==> config.mk <==
export PLATFORM = sky130hd
export DESIGN_NAME = exponential_volume_swell_unit
export DESIGN_NICKNAME = d
export VERILOG_FILES = /design/src/sv/evs_pkg.sv /design/src/sv/exponential_volume_swell_unit.sv /design/src/sv/evs_mul.sv /design/src/sv/evs_curve.sv
export SDC_FILE = /design/constraint.sdc
export NUM_CORES = 1
export LEC_CHECK = 0
export BUFFER_PORTS_ARGS = -buffer_cell sky130_fd_sc_hd__buf_2
export CORE_MARGIN = 10
export CORE_UTILIZATION = 58
export CTS_CLUSTER_SIZE = 12
export DETAILED_ROUTE_END_ITERATION = 10
export GPL_TIMING_DRIVEN = 0
export HOLD_SLACK_MARGIN = 0.06
export MAX_ROUTING_LAYER = met4
export PLACE_DENSITY = 0.77
export SLEW_MARGIN = 20
export SYNTH_ARGS = -nofsm -noshare
export SYNTH_HDL_FRONTEND = slang
export SYNTH_SLANG_ARGS = --single-unit
==> constraint.sdc <==
create_clock -name clk -period 9.52 [get_ports clk]
set_input_delay 0 -clock clk [delete_from_list [all_inputs] [get_ports clk]]
set_output_delay 0 -clock clk [all_outputs]
set_load 0.01 [all_outputs]
==> src/sv/evs_pkg.sv <==
// Shared constants, register codes and root-table functions for the volume swell block.
`timescale 1ns / 1ps
package evs_pkg;

  localparam int VOLUME_BITS_DEF = 10;
  localparam int FRAC_BITS_DEF   = 16;
  localparam int MAX_FRAC_BITS   = 24;

  localparam int TIME_BITS      = 16;
  localparam int INTERVAL_BITS  = 8;
  localparam int ELAPSED_BITS   = 17;
  localparam logic [ELAPSED_BITS-1:0] ELAPSED_MAX = '1;

  localparam int CFG_DATA_BITS  = 16;
  localparam int CFG_INDEX_BITS = 1;
  localparam logic [CFG_INDEX_BITS-1:0] REG_SWELL_TIME      = 1'b0;
  localparam logic [CFG_INDEX_BITS-1:0] REG_UPDATE_INTERVAL = 1'b1;

  localparam logic [TIME_BITS-1:0]     SWELL_TIME_RESET      = 16'd4000;
  localparam logic [INTERVAL_BITS-1:0] UPDATE_INTERVAL_RESET = 8'd5;

  localparam int BASE_M1_BITS = 10;
  localparam logic [BASE_M1_BITS-1:0] BASE_M1 = 10'd999;
  localparam logic [63:0] CURVE_BASE = 64'd1000;

  localparam int Q_ONE_BITS = 26;
  localparam int E_BITS     = 36;
  localparam int ROOT_BITS  = 32;
  localparam int MUL_DIGIT  = 8;
  localparam int MUL_STEPS  = ROOT_BITS / MUL_DIGIT;
  localparam int PROD_BITS  = E_BITS + ROOT_BITS;
  localparam logic [E_BITS-1:0] E_ONE = E_BITS'(64'd1 << Q_ONE_BITS);

  // Floor square root of a 64-bit value, used only while elaborating the root table.
  function automatic logic [63:0] isqrt64(input logic [63:0] v);
    logic [63:0] w;
    logic [63:0] r;
    logic [63:0] b;
    w = v;
    r = '0;
    b = 64'h4000_0000_0000_0000;
    for (int i = 0; i < 32; i++) begin
      if (b > w) b = b >> 2;
    end
    for (int i = 0; i < 32; i++) begin
      if (b != 64'd0) begin
        if (w >= r + b) begin
          w = w - (r + b);
          r = (r >> 1) + b;
        end else begin
          r = r >> 1;
        end
        b = b >> 2;
      end
    end
    return r;
  endfunction

  // The k-th repeated square root of 1000 in Q.26.
  function automatic logic [ROOT_BITS-1:0] curve_root(input int k);
    logic [63:0] root;
    root = CURVE_BASE << Q_ONE_BITS;
    for (int i = 0; i < MAX_FRAC_BITS; i++) begin
      if (i < k) root = isqrt64(root << Q_ONE_BITS);
    end
    return root[ROOT_BITS-1:0];
  endfunction

endpackage

==> src/sv/exponential_volume_swell_unit.sv <==
// Top level of the exponential volume swell envelope with stream ports and configuration writes.
`timescale 1ns / 1ps
// The block takes one beat at a time: a start beat or a 1 ms tick, and returns one result
// beat for each. A start beat or a tick that needs no new curve point goes to the finish
// state, which loads its result into the output register once that register is free. A
// tick that reaches a sample point first runs the curve sequencer. A point whose curve
// position (the elapsed time, or for a falling swell the time left) is at or beyond the
// swell length takes the pot level as its result; any other runs the serial time fraction
// divide, one pass of the byte-serial multiplier per root for each set bit of that fraction,
// the pot scaling and the divide by 999 before the result is handed over. The next beat is
// taken once the previous result sits in the output register, even while the consumer has not yet taken it.
module exponential_volume_swell_unit #(
  parameter int VOLUME_BITS = evs_pkg::VOLUME_BITS_DEF,
  parameter int FRAC_BITS   = evs_pkg::FRAC_BITS_DEF
) (
  input  logic                                clk,
  input  logic                                rst,
  input  logic                                cfg_wen,
  input  logic [evs_pkg::CFG_INDEX_BITS-1:0]  cfg_index,
  input  logic [evs_pkg::CFG_DATA_BITS-1:0]   cfg_wdata,
  input  logic                                s_axis_tvalid,
  output logic                                s_axis_tready,
  // inverted, pot_level
  input  logic [((VOLUME_BITS+8)/8)*8-1:0]    s_axis_tdata,
  // req_type
  input  logic                                s_axis_tuser,
  output logic                                m_axis_tvalid,
  input  logic                                m_axis_tready,
  // volume, volume_changed, swell_active
  output logic [((VOLUME_BITS+9)/8)*8-1:0]    m_axis_tdata
);
  import evs_pkg::*;

  localparam int OUT_W = ((VOLUME_BITS + 9) / 8) * 8;

  localparam logic [1:0] ST_IDLE = 2'd0;
  localparam logic [1:0] ST_WAIT = 2'd1;
  localparam logic [1:0] ST_END  = 2'd2;

  logic [1:0]               state;
  logic [TIME_BITS-1:0]     swell_time_ms;
  logic [INTERVAL_BITS-1:0] update_interval_ms;
  logic                     active;
  logic                     falling;
  logic [ELAPSED_BITS-1:0]  elapsed_ms;
  logic [ELAPSED_BITS-1:0]  sample_ms;
  logic [VOLUME_BITS-1:0]   current_volume;
  logic [VOLUME_BITS-1:0]   held_pot;
  logic [VOLUME_BITS-1:0]   target_volume;
  logic [VOLUME_BITS-1:0]   vol_before;

  logic                     in_inverted;
  logic [VOLUME_BITS-1:0]   in_pot;
  logic [ELAPSED_BITS-1:0]  elapsed_inc;
  logic                     need_sample;
  logic                     accept;
  logic                     curve_go;
  logic                     curve_done;
  logic [VOLUME_BITS-1:0]   curve_y;
  logic                     end_hit;
  logic [VOLUME_BITS-1:0]   cur_fin;
  logic                     act_fin;
  logic                     out_free;

  assign in_inverted   = s_axis_tdata[0];
  assign in_pot        = s_axis_tdata[VOLUME_BITS:1];
  assign s_axis_tready = state == ST_IDLE;
  assign accept        = s_axis_tvalid && s_axis_tready;
  assign elapsed_inc   = (elapsed_ms == ELAPSED_MAX) ? elapsed_ms : elapsed_ms + 1'b1;
  assign need_sample   = (elapsed_inc - sample_ms) >= ELAPSED_BITS'(update_interval_ms);
  assign curve_go      = accept && !s_axis_tuser && active && need_sample;

  // A swell ends past its length or once the volume sits on the target.
  assign end_hit  = (sample_ms > ELAPSED_BITS'(swell_time_ms)) || (current_volume == target_volume);
  assign cur_fin  = (active && end_hit) ? target_volume : current_volume;
  assign act_fin  = active && !end_hit;
  assign out_free = !m_axis_tvalid || m_axis_tready;

  evs_curve #(
    .VOLUME_BITS (VOLUME_BITS),
    .FRAC_BITS   (FRAC_BITS)
  ) u_curve (
    .clk     (clk),
    .rst     (rst),
    .start   (curve_go),
    .x       (sample_ms),
    .t       (swell_time_ms),
    .falling (falling),
    .pot     (held_pot),
    .done    (curve_done),
    .y       (curve_y)
  );

  always_ff @(posedge clk) begin
    if (rst) begin
      state              <= ST_IDLE;
      swell_time_ms      <= SWELL_TIME_RESET;
      update_interval_ms <= UPDATE_INTERVAL_RESET;
      active             <= 1'b0;
      falling            <= 1'b0;
      elapsed_ms         <= '0;
      sample_ms          <= '0;
      current_volume     <= '0;
      held_pot           <= '0;
      target_volume      <= '0;
      m_axis_tvalid      <= 1'b0;
    end else begin
      if (cfg_wen) begin
        case (cfg_index)
          REG_SWELL_TIME:      swell_time_ms      <= cfg_wdata;
          REG_UPDATE_INTERVAL: update_interval_ms <= cfg_wdata[INTERVAL_BITS-1:0];
          default: ;
        endcase
      end
      if (m_axis_tvalid && m_axis_tready && state != ST_END) m_axis_tvalid <= 1'b0;
      case (state)
        ST_IDLE: begin
          if (accept) begin
            vol_before <= current_volume;
            state      <= ST_END;
            if (s_axis_tuser) begin
              falling       <= in_inverted;
              held_pot      <= in_pot;
              target_volume <= in_inverted ? '0 : in_pot;
              if (!in_inverted) current_volume <= '0;
              elapsed_ms    <= '0;
              sample_ms     <= '0;
              active        <= 1'b1;
            end else if (active) begin
              elapsed_ms <= elapsed_inc;
              if (need_sample) begin
                sample_ms <= elapsed_inc;
                state     <= ST_WAIT;
              end
            end
          end
        end
        ST_WAIT: begin
          if (curve_done) begin
            current_volume <= curve_y;
            state          <= ST_END;
          end
        end
        ST_END: begin
          current_volume <= cur_fin;
          active         <= act_fin;
          if (out_free) begin
            m_axis_tdata  <= OUT_W'({act_fin, cur_fin != vol_before, cur_fin});
            m_axis_tvalid <= 1'b1;
            state         <= ST_IDLE;
          end
        end
        default: state <= ST_IDLE;
      endcase
    end
  end

  a_idle_on_target: assert property (@(posedge clk) disable iff (rst)
    !active |-> current_volume == target_volume)
    else $error("idle envelope is off its target volume");

  a_sample_order: assert property (@(posedge clk) disable iff (rst)
    sample_ms <= elapsed_ms)
    else $error("sample point lies beyond elapsed time");

  a_curve_when_waiting: assert property (@(posedge clk) disable iff (rst)
    curve_done |-> state == ST_WAIT)
    else $error("curve result arrived with no beat waiting for it");

  a_result_issued: assert property (@(posedge clk) disable iff (rst)
    (state == ST_END && out_free) |=> m_axis_tvalid && state == ST_IDLE)
    else $error("finished beat was not loaded into the output register");

endmodule

==> src/sv/evs_mul.sv <==
// Digit-serial multiplier that takes one byte of the multiplier per cycle.
`timescale 1ns / 1ps
module evs_mul (
  input  logic                           clk,
  input  logic                           rst,
  input  logic                           start,
  input  logic [evs_pkg::E_BITS-1:0]     a,
  input  logic [evs_pkg::ROOT_BITS-1:0]  b,
  output logic                           done,
  output logic [evs_pkg::PROD_BITS-1:0]  prod
);
  import evs_pkg::*;

  localparam int CW = $clog2(MUL_STEPS);
  localparam int SW = E_BITS + MUL_DIGIT;

  logic              busy;
  logic [CW-1:0]     cnt;
  logic [E_BITS-1:0] a_r;
  logic [SW-1:0]     sum;

  assign sum = SW'(prod[PROD_BITS-1:ROOT_BITS]) + SW'(a_r) * SW'(prod[MUL_DIGIT-1:0]);

  always_ff @(posedge clk) begin
    if (rst) begin
      busy <= 1'b0;
      done <= 1'b0;
      cnt  <= '0;
    end else begin
      done <= 1'b0;
      if (start) begin
        a_r  <= a;
        prod <= {{E_BITS{1'b0}}, b};
        cnt  <= '0;
        busy <= 1'b1;
      end else if (busy) begin
        prod <= {sum, prod[ROOT_BITS-1:MUL_DIGIT]};
        cnt  <= cnt + 1'b1;
        if (cnt == CW'(MUL_STEPS - 1)) begin
          busy <= 1'b0;
          done <= 1'b1;
        end
      end
    end
  end

endmodule

==> src/sv/evs_curve.sv <==
// Swell curve sequencer: serial time fraction divide, root products, pot scaling and divide by 999.
`timescale 1ns / 1ps
module evs_curve #(
  parameter int VOLUME_BITS = evs_pkg::VOLUME_BITS_DEF,
  parameter int FRAC_BITS   = evs_pkg::FRAC_BITS_DEF
) (
  input  logic                              clk,
  input  logic                              rst,
  input  logic                              start,
  input  logic [evs_pkg::ELAPSED_BITS-1:0]  x,
  input  logic [evs_pkg::TIME_BITS-1:0]     t,
  input  logic                              falling,
  input  logic [VOLUME_BITS-1:0]            pot,
  output logic                              done,
  output logic [VOLUME_BITS-1:0]            y
);
  import evs_pkg::*;

  localparam int KW = $clog2(FRAC_BITS + 1);
  localparam int IW = $clog2(FRAC_BITS);
  localparam int QW = VOLUME_BITS + BASE_M1_BITS;
  localparam int JW = $clog2(VOLUME_BITS);

  localparam logic [2:0] C_IDLE = 3'd0;
  localparam logic [2:0] C_DIV  = 3'd1;
  localparam logic [2:0] C_MUL  = 3'd2;
  localparam logic [2:0] C_POT  = 3'd3;
  localparam logic [2:0] C_QUO  = 3'd4;

  logic [2:0]              state;
  logic [KW-1:0]           k;
  logic [TIME_BITS-1:0]    rem;
  logic [TIME_BITS-1:0]    tr;
  logic [VOLUME_BITS-1:0]  pot_r;
  logic [E_BITS-1:0]       e;
  logic [QW-1:0]           rq;
  logic [QW-1:0]           dv;
  logic [VOLUME_BITS-1:0]  q;
  logic [JW-1:0]           j;

  logic [ROOT_BITS-1:0]    roots [FRAC_BITS];
  logic [ELAPSED_BITS-1:0] xx;
  logic                    short_path;
  logic [TIME_BITS:0]      r2;
  logic [TIME_BITS:0]      r2_sub;
  logic                    qbit;
  logic                    k_end;
  logic                    mul_go;
  logic [E_BITS-1:0]       mul_a;
  logic [ROOT_BITS-1:0]    mul_b;
  logic                    mul_done;
  logic [PROD_BITS-1:0]    prod;
  logic                    quo_ge;

  for (genvar g = 0; g < FRAC_BITS; g++) begin : g_root
    localparam logic [ROOT_BITS-1:0] ROOT = curve_root(g + 1);
    assign roots[g] = ROOT;
  end

  always_comb begin
    if (falling) begin
      xx = (x < ELAPSED_BITS'(t)) ? ELAPSED_BITS'(t) - x : '0;
    end else begin
      xx = x;
    end
  end

  assign short_path = xx >= ELAPSED_BITS'(t);
  assign r2         = {rem, 1'b0};
  assign r2_sub     = r2 - {1'b0, tr};
  assign qbit       = r2 >= {1'b0, tr};
  assign k_end      = k == KW'(FRAC_BITS);
  assign mul_go     = (state == C_DIV) && (k_end || qbit);
  assign mul_a      = k_end ? e - E_ONE : e;
  assign mul_b      = k_end ? ROOT_BITS'(pot_r) : roots[k[IW-1:0]];
  assign quo_ge     = rq >= dv;

  evs_mul u_mul (
    .clk   (clk),
    .rst   (rst),
    .start (mul_go),
    .a     (mul_a),
    .b     (mul_b),
    .done  (mul_done),
    .prod  (prod)
  );

  always_ff @(posedge clk) begin
    if (rst) begin
      state <= C_IDLE;
      done  <= 1'b0;
      k     <= '0;
      j     <= '0;
    end else begin
      done <= 1'b0;
      case (state)
        C_IDLE: begin
          if (start) begin
            pot_r <= pot;
            tr    <= t;
            if (short_path) begin
              y    <= pot;
              done <= 1'b1;
            end else begin
              rem   <= xx[TIME_BITS-1:0];
              k     <= '0;
              e     <= E_ONE;
              state <= C_DIV;
            end
          end
        end
        C_DIV: begin
          if (k_end) begin
            state <= C_POT;
          end else begin
            rem <= qbit ? r2_sub[TIME_BITS-1:0] : r2[TIME_BITS-1:0];
            k   <= k + 1'b1;
            if (qbit) state <= C_MUL;
          end
        end
        C_MUL: begin
          if (mul_done) begin
            e     <= prod[Q_ONE_BITS +: E_BITS];
            state <= C_DIV;
          end
        end
        C_POT: begin
          if (mul_done) begin
            rq    <= prod[Q_ONE_BITS +: QW];
            dv    <= QW'(BASE_M1) << (VOLUME_BITS - 1);
            j     <= JW'(VOLUME_BITS - 1);
            state <= C_QUO;
          end
        end
        C_QUO: begin
          rq <= quo_ge ? rq - dv : rq;
          dv <= dv >> 1;
          q  <= {q[VOLUME_BITS-2:0], quo_ge};
          if (j == '0) begin
            y     <= {q[VOLUME_BITS-2:0], quo_ge};
            done  <= 1'b1;
            state <= C_IDLE;
          end else begin
            j <= j - 1'b1;
          end
        end
        default: state <= C_IDLE;
      endcase
    end
  end

endmodule
==> metrics <==
FILL cells 4008; WP data arrival 7400 ps; global routing usage on met2 45.3%; Port-buffer cells 47; leakage dissipation 14.2 nW; Top Usage Layer GRT met2; root buffer cell clkbuf_16; Crit Path Category flip-flop to flip-flop; PostCTS Resize Cnt 0; total grt overflow 0; Clock Skew 28.8 ps; Gate power share 69.0%; Post-Place Setup Slack 2570 ps; Post-Syn Instances 3123; DP Cell Count 3861; Critical Path Sink Type flip-flop; IR drop worst, VDD 0.000466 V; core box area 0.0504 mm²; top post-synthesis cells by area edfxtp_1 (27%), fa_1 (16%), dfxtp_1 (7.4%); fin. max-slew vios 0; cell accounting for the most synthesized area edfxtp_1; largest net degree at the start of global routing 27; I/O pin count 57; setup violators final 0; Rel. slew slack 35.2%; via count 23500; Clk Latency, worst-skew pair 590 ps; Routed Wire Length 79.9 mm; status finished clean; unrepaired setup endpoints after global routing false; sequential group share of total power 18.8%; worst hold path class input port to flip-flop; Commonest cells post-synth inv_1 (441), nand2_1 (391), edfxtp_1 (262), fa_1 (244), and2_1 (204); clk buf depth 3; most common cell in the netlist inv_1; max-cap violations 0; Die Wd 246 µm; switching share of power 47.8%; clock sink count 372; CTS tree yes; clk slew on worst S/H paths 60 ps; cts bufs inserted 42; area fraction of the dominant cell type after synthesis 26.6%; pwr/cell area 405 mW/mm²; number of synthesized flops with an enable pin 262; minimum clock period 7060 ps; Synth Flop Type edfxtp_1; vias in the first global route 24300; Initial DRT Pass Iterations 6; grt met3 use 3.08%; critical path data required time 9860 ps; Switch Pwr 6.37 mW; Antenna Nets Post-Route 0; met1 global-route usage 33.7%; initial antenna violation count 4; Final Non-Filler Cells 3995; Starting Density 58.8%; Syn-to-layout area delta 11.0%; final hold vios 0; asr flop ratio synth 0%; Placer Congestion 0.954; die area 0.0605 mm²; worst setup margin 2460 ps; post-synthesis cell area 0.0296 mm²; HPWL after DPL 60.6 mm; Synth Warn # 0; final setup TNS 0 ps; CP Launch Type flip-flop; drt drc 0; gr usage total 27.2%; initial DRC count 2011; flops & latches, synth 372; fmax 142 MHz; Syn Area/Cell 9.48 µm²; share of post-route cells with drive strength above 1 6.72%; first-pass GRT wire length 129 mm; floorplan row count 82; Clk network pwr share 12.2%; CP max FO 10; DIE HEIGHT 246 µm; post-synth cell types 95; Slew @ Worst Pin 969 ps; Tcrit/Tclk final 74.1%; post-synthesis sequential area ratio 34.0%; Avg WL per Cell 20.0 µm; Final Util 65.3%; Final nets 3746; internal power 6.95 mW; vias per cell 5.87; CTS H-tree depth 2
## cells by family after synthesis
logic type      Yosys count  share of synthesized area [%]
compound gates          551                           12.4
mux                      26                          0.933
fa+ha+maj               420                           23.9
simple gates           1051                           17.4
other cells               1                         0.0127
buf+inv                 571                           7.40
flops                   372                           34.0
xor+xnor                131                           3.99
## power by group through the flow
stage	clock, mW	combinational [mW]	sequential, mW
6_report	1.62	9.19	2.51
5_1_grt	1.70	10.3	2.52
4_1_cts	1.64	9.07	2.50
3_5_place_dp	0	8.88	2.53
3_3_place_gp	0	8.64	2.54
2_1_floorplan	0	6.78	2.46
## worst paths after layout
kind	from	endpoint	slack (ps)	depth (start not counted)
setup / recovery	u_curve.u_mul.prod[1]	u_curve.u_mul.prod[66]	2460	21
hold / removal	cfg_wdata[9]	swell_time_ms[9]	180	3
setup reg to reg	u_curve.u_mul.prod[1]	u_curve.u_mul.prod[66]	2460	21
hold reg to reg	u_curve.e[3]	u_curve.u_mul.a_r[3]	420	0
## state kept, by name, indices dropped and copies added (netlist names), 12 cells and up
name                cells
u_curve.tr             16
sample_ms              17
m_axis_tdata           12
u_curve.dv             19
u_curve.u_mul.a_r      36
u_curve.rem            16
u_curve.e              36
u_curve.rq             20
swell_time_ms          16
elapsed_ms             17
u_curve.u_mul.prod     68
## critical path, cell delays in order, from the launching register on
cell and delay, ps:
edfxtp_1 310, clkbuf_1 610, clkbuf_1 480, nand2_1 170
fa_1 560, inv_1 50, fa_1 490, inv_1 50
fa_1 470, fa_1 560, inv_1 40, ha_1 330
o21ai_0 140, o21ai_0 210, a31oi_1 250, o21ai_0 660
nand4b_1 280, and3b_1 260, nor3b_1 360, o21ai_0 200
xnor2_1 150, and2_1 150
## layer usage
metal | vias up | share of wire [%]
li1 | 10700 | -
met1 | 11600 | 41
met2 | 914 | 49
met3 | 182 | 5.9
met4 | 0 | 3.8
met5 | - | 0
## cell usage in the layout, fill, tap and decap left out, drive strengths merged, types with 54 or more instances in the layout
master         n
dlygate4sd3   54
xor2          65
fa           244
nand2        392
ha           176
o21ai        118
xnor2         64
buf           88
dfxtp        110
clkbuf       164
and2         204
inv          444
edfxtp       262
a21oi        169
nor2         202
## area by class of cell
class	instances	area (µm²)	share of cell area, %
repair buffers	117	963	2.93
well taps	672	841	2.56
flip-flops and latches	372	10100	30.6
inverters	444	1670	5.07
clock inverters	14	125	0.381
multi-input cells	2183	17400	53.0
clock buffers	62	1250	3.81
plain buffers	127	526	1.60
diodes	4	10.0	0.0304
## repair_timing
item / 4_1_cts / 5_1_grt
hold buffers: 54 / 0
setup buffers: 0 / 0
hold endpoints to repair: 61 / 0
## metrics by stage
stage	instance area [µm²]	total power [mW]	hold WS, ps
after floorplan	29600	9.24	118
after global placement	30700	11.2	209
after detailed placement	31000	11.4	210
after CTS	32900	13.2	149
after global routing	32900	14.5	191
final	32900	13.3	180
(Power assumes the default switching activity.)
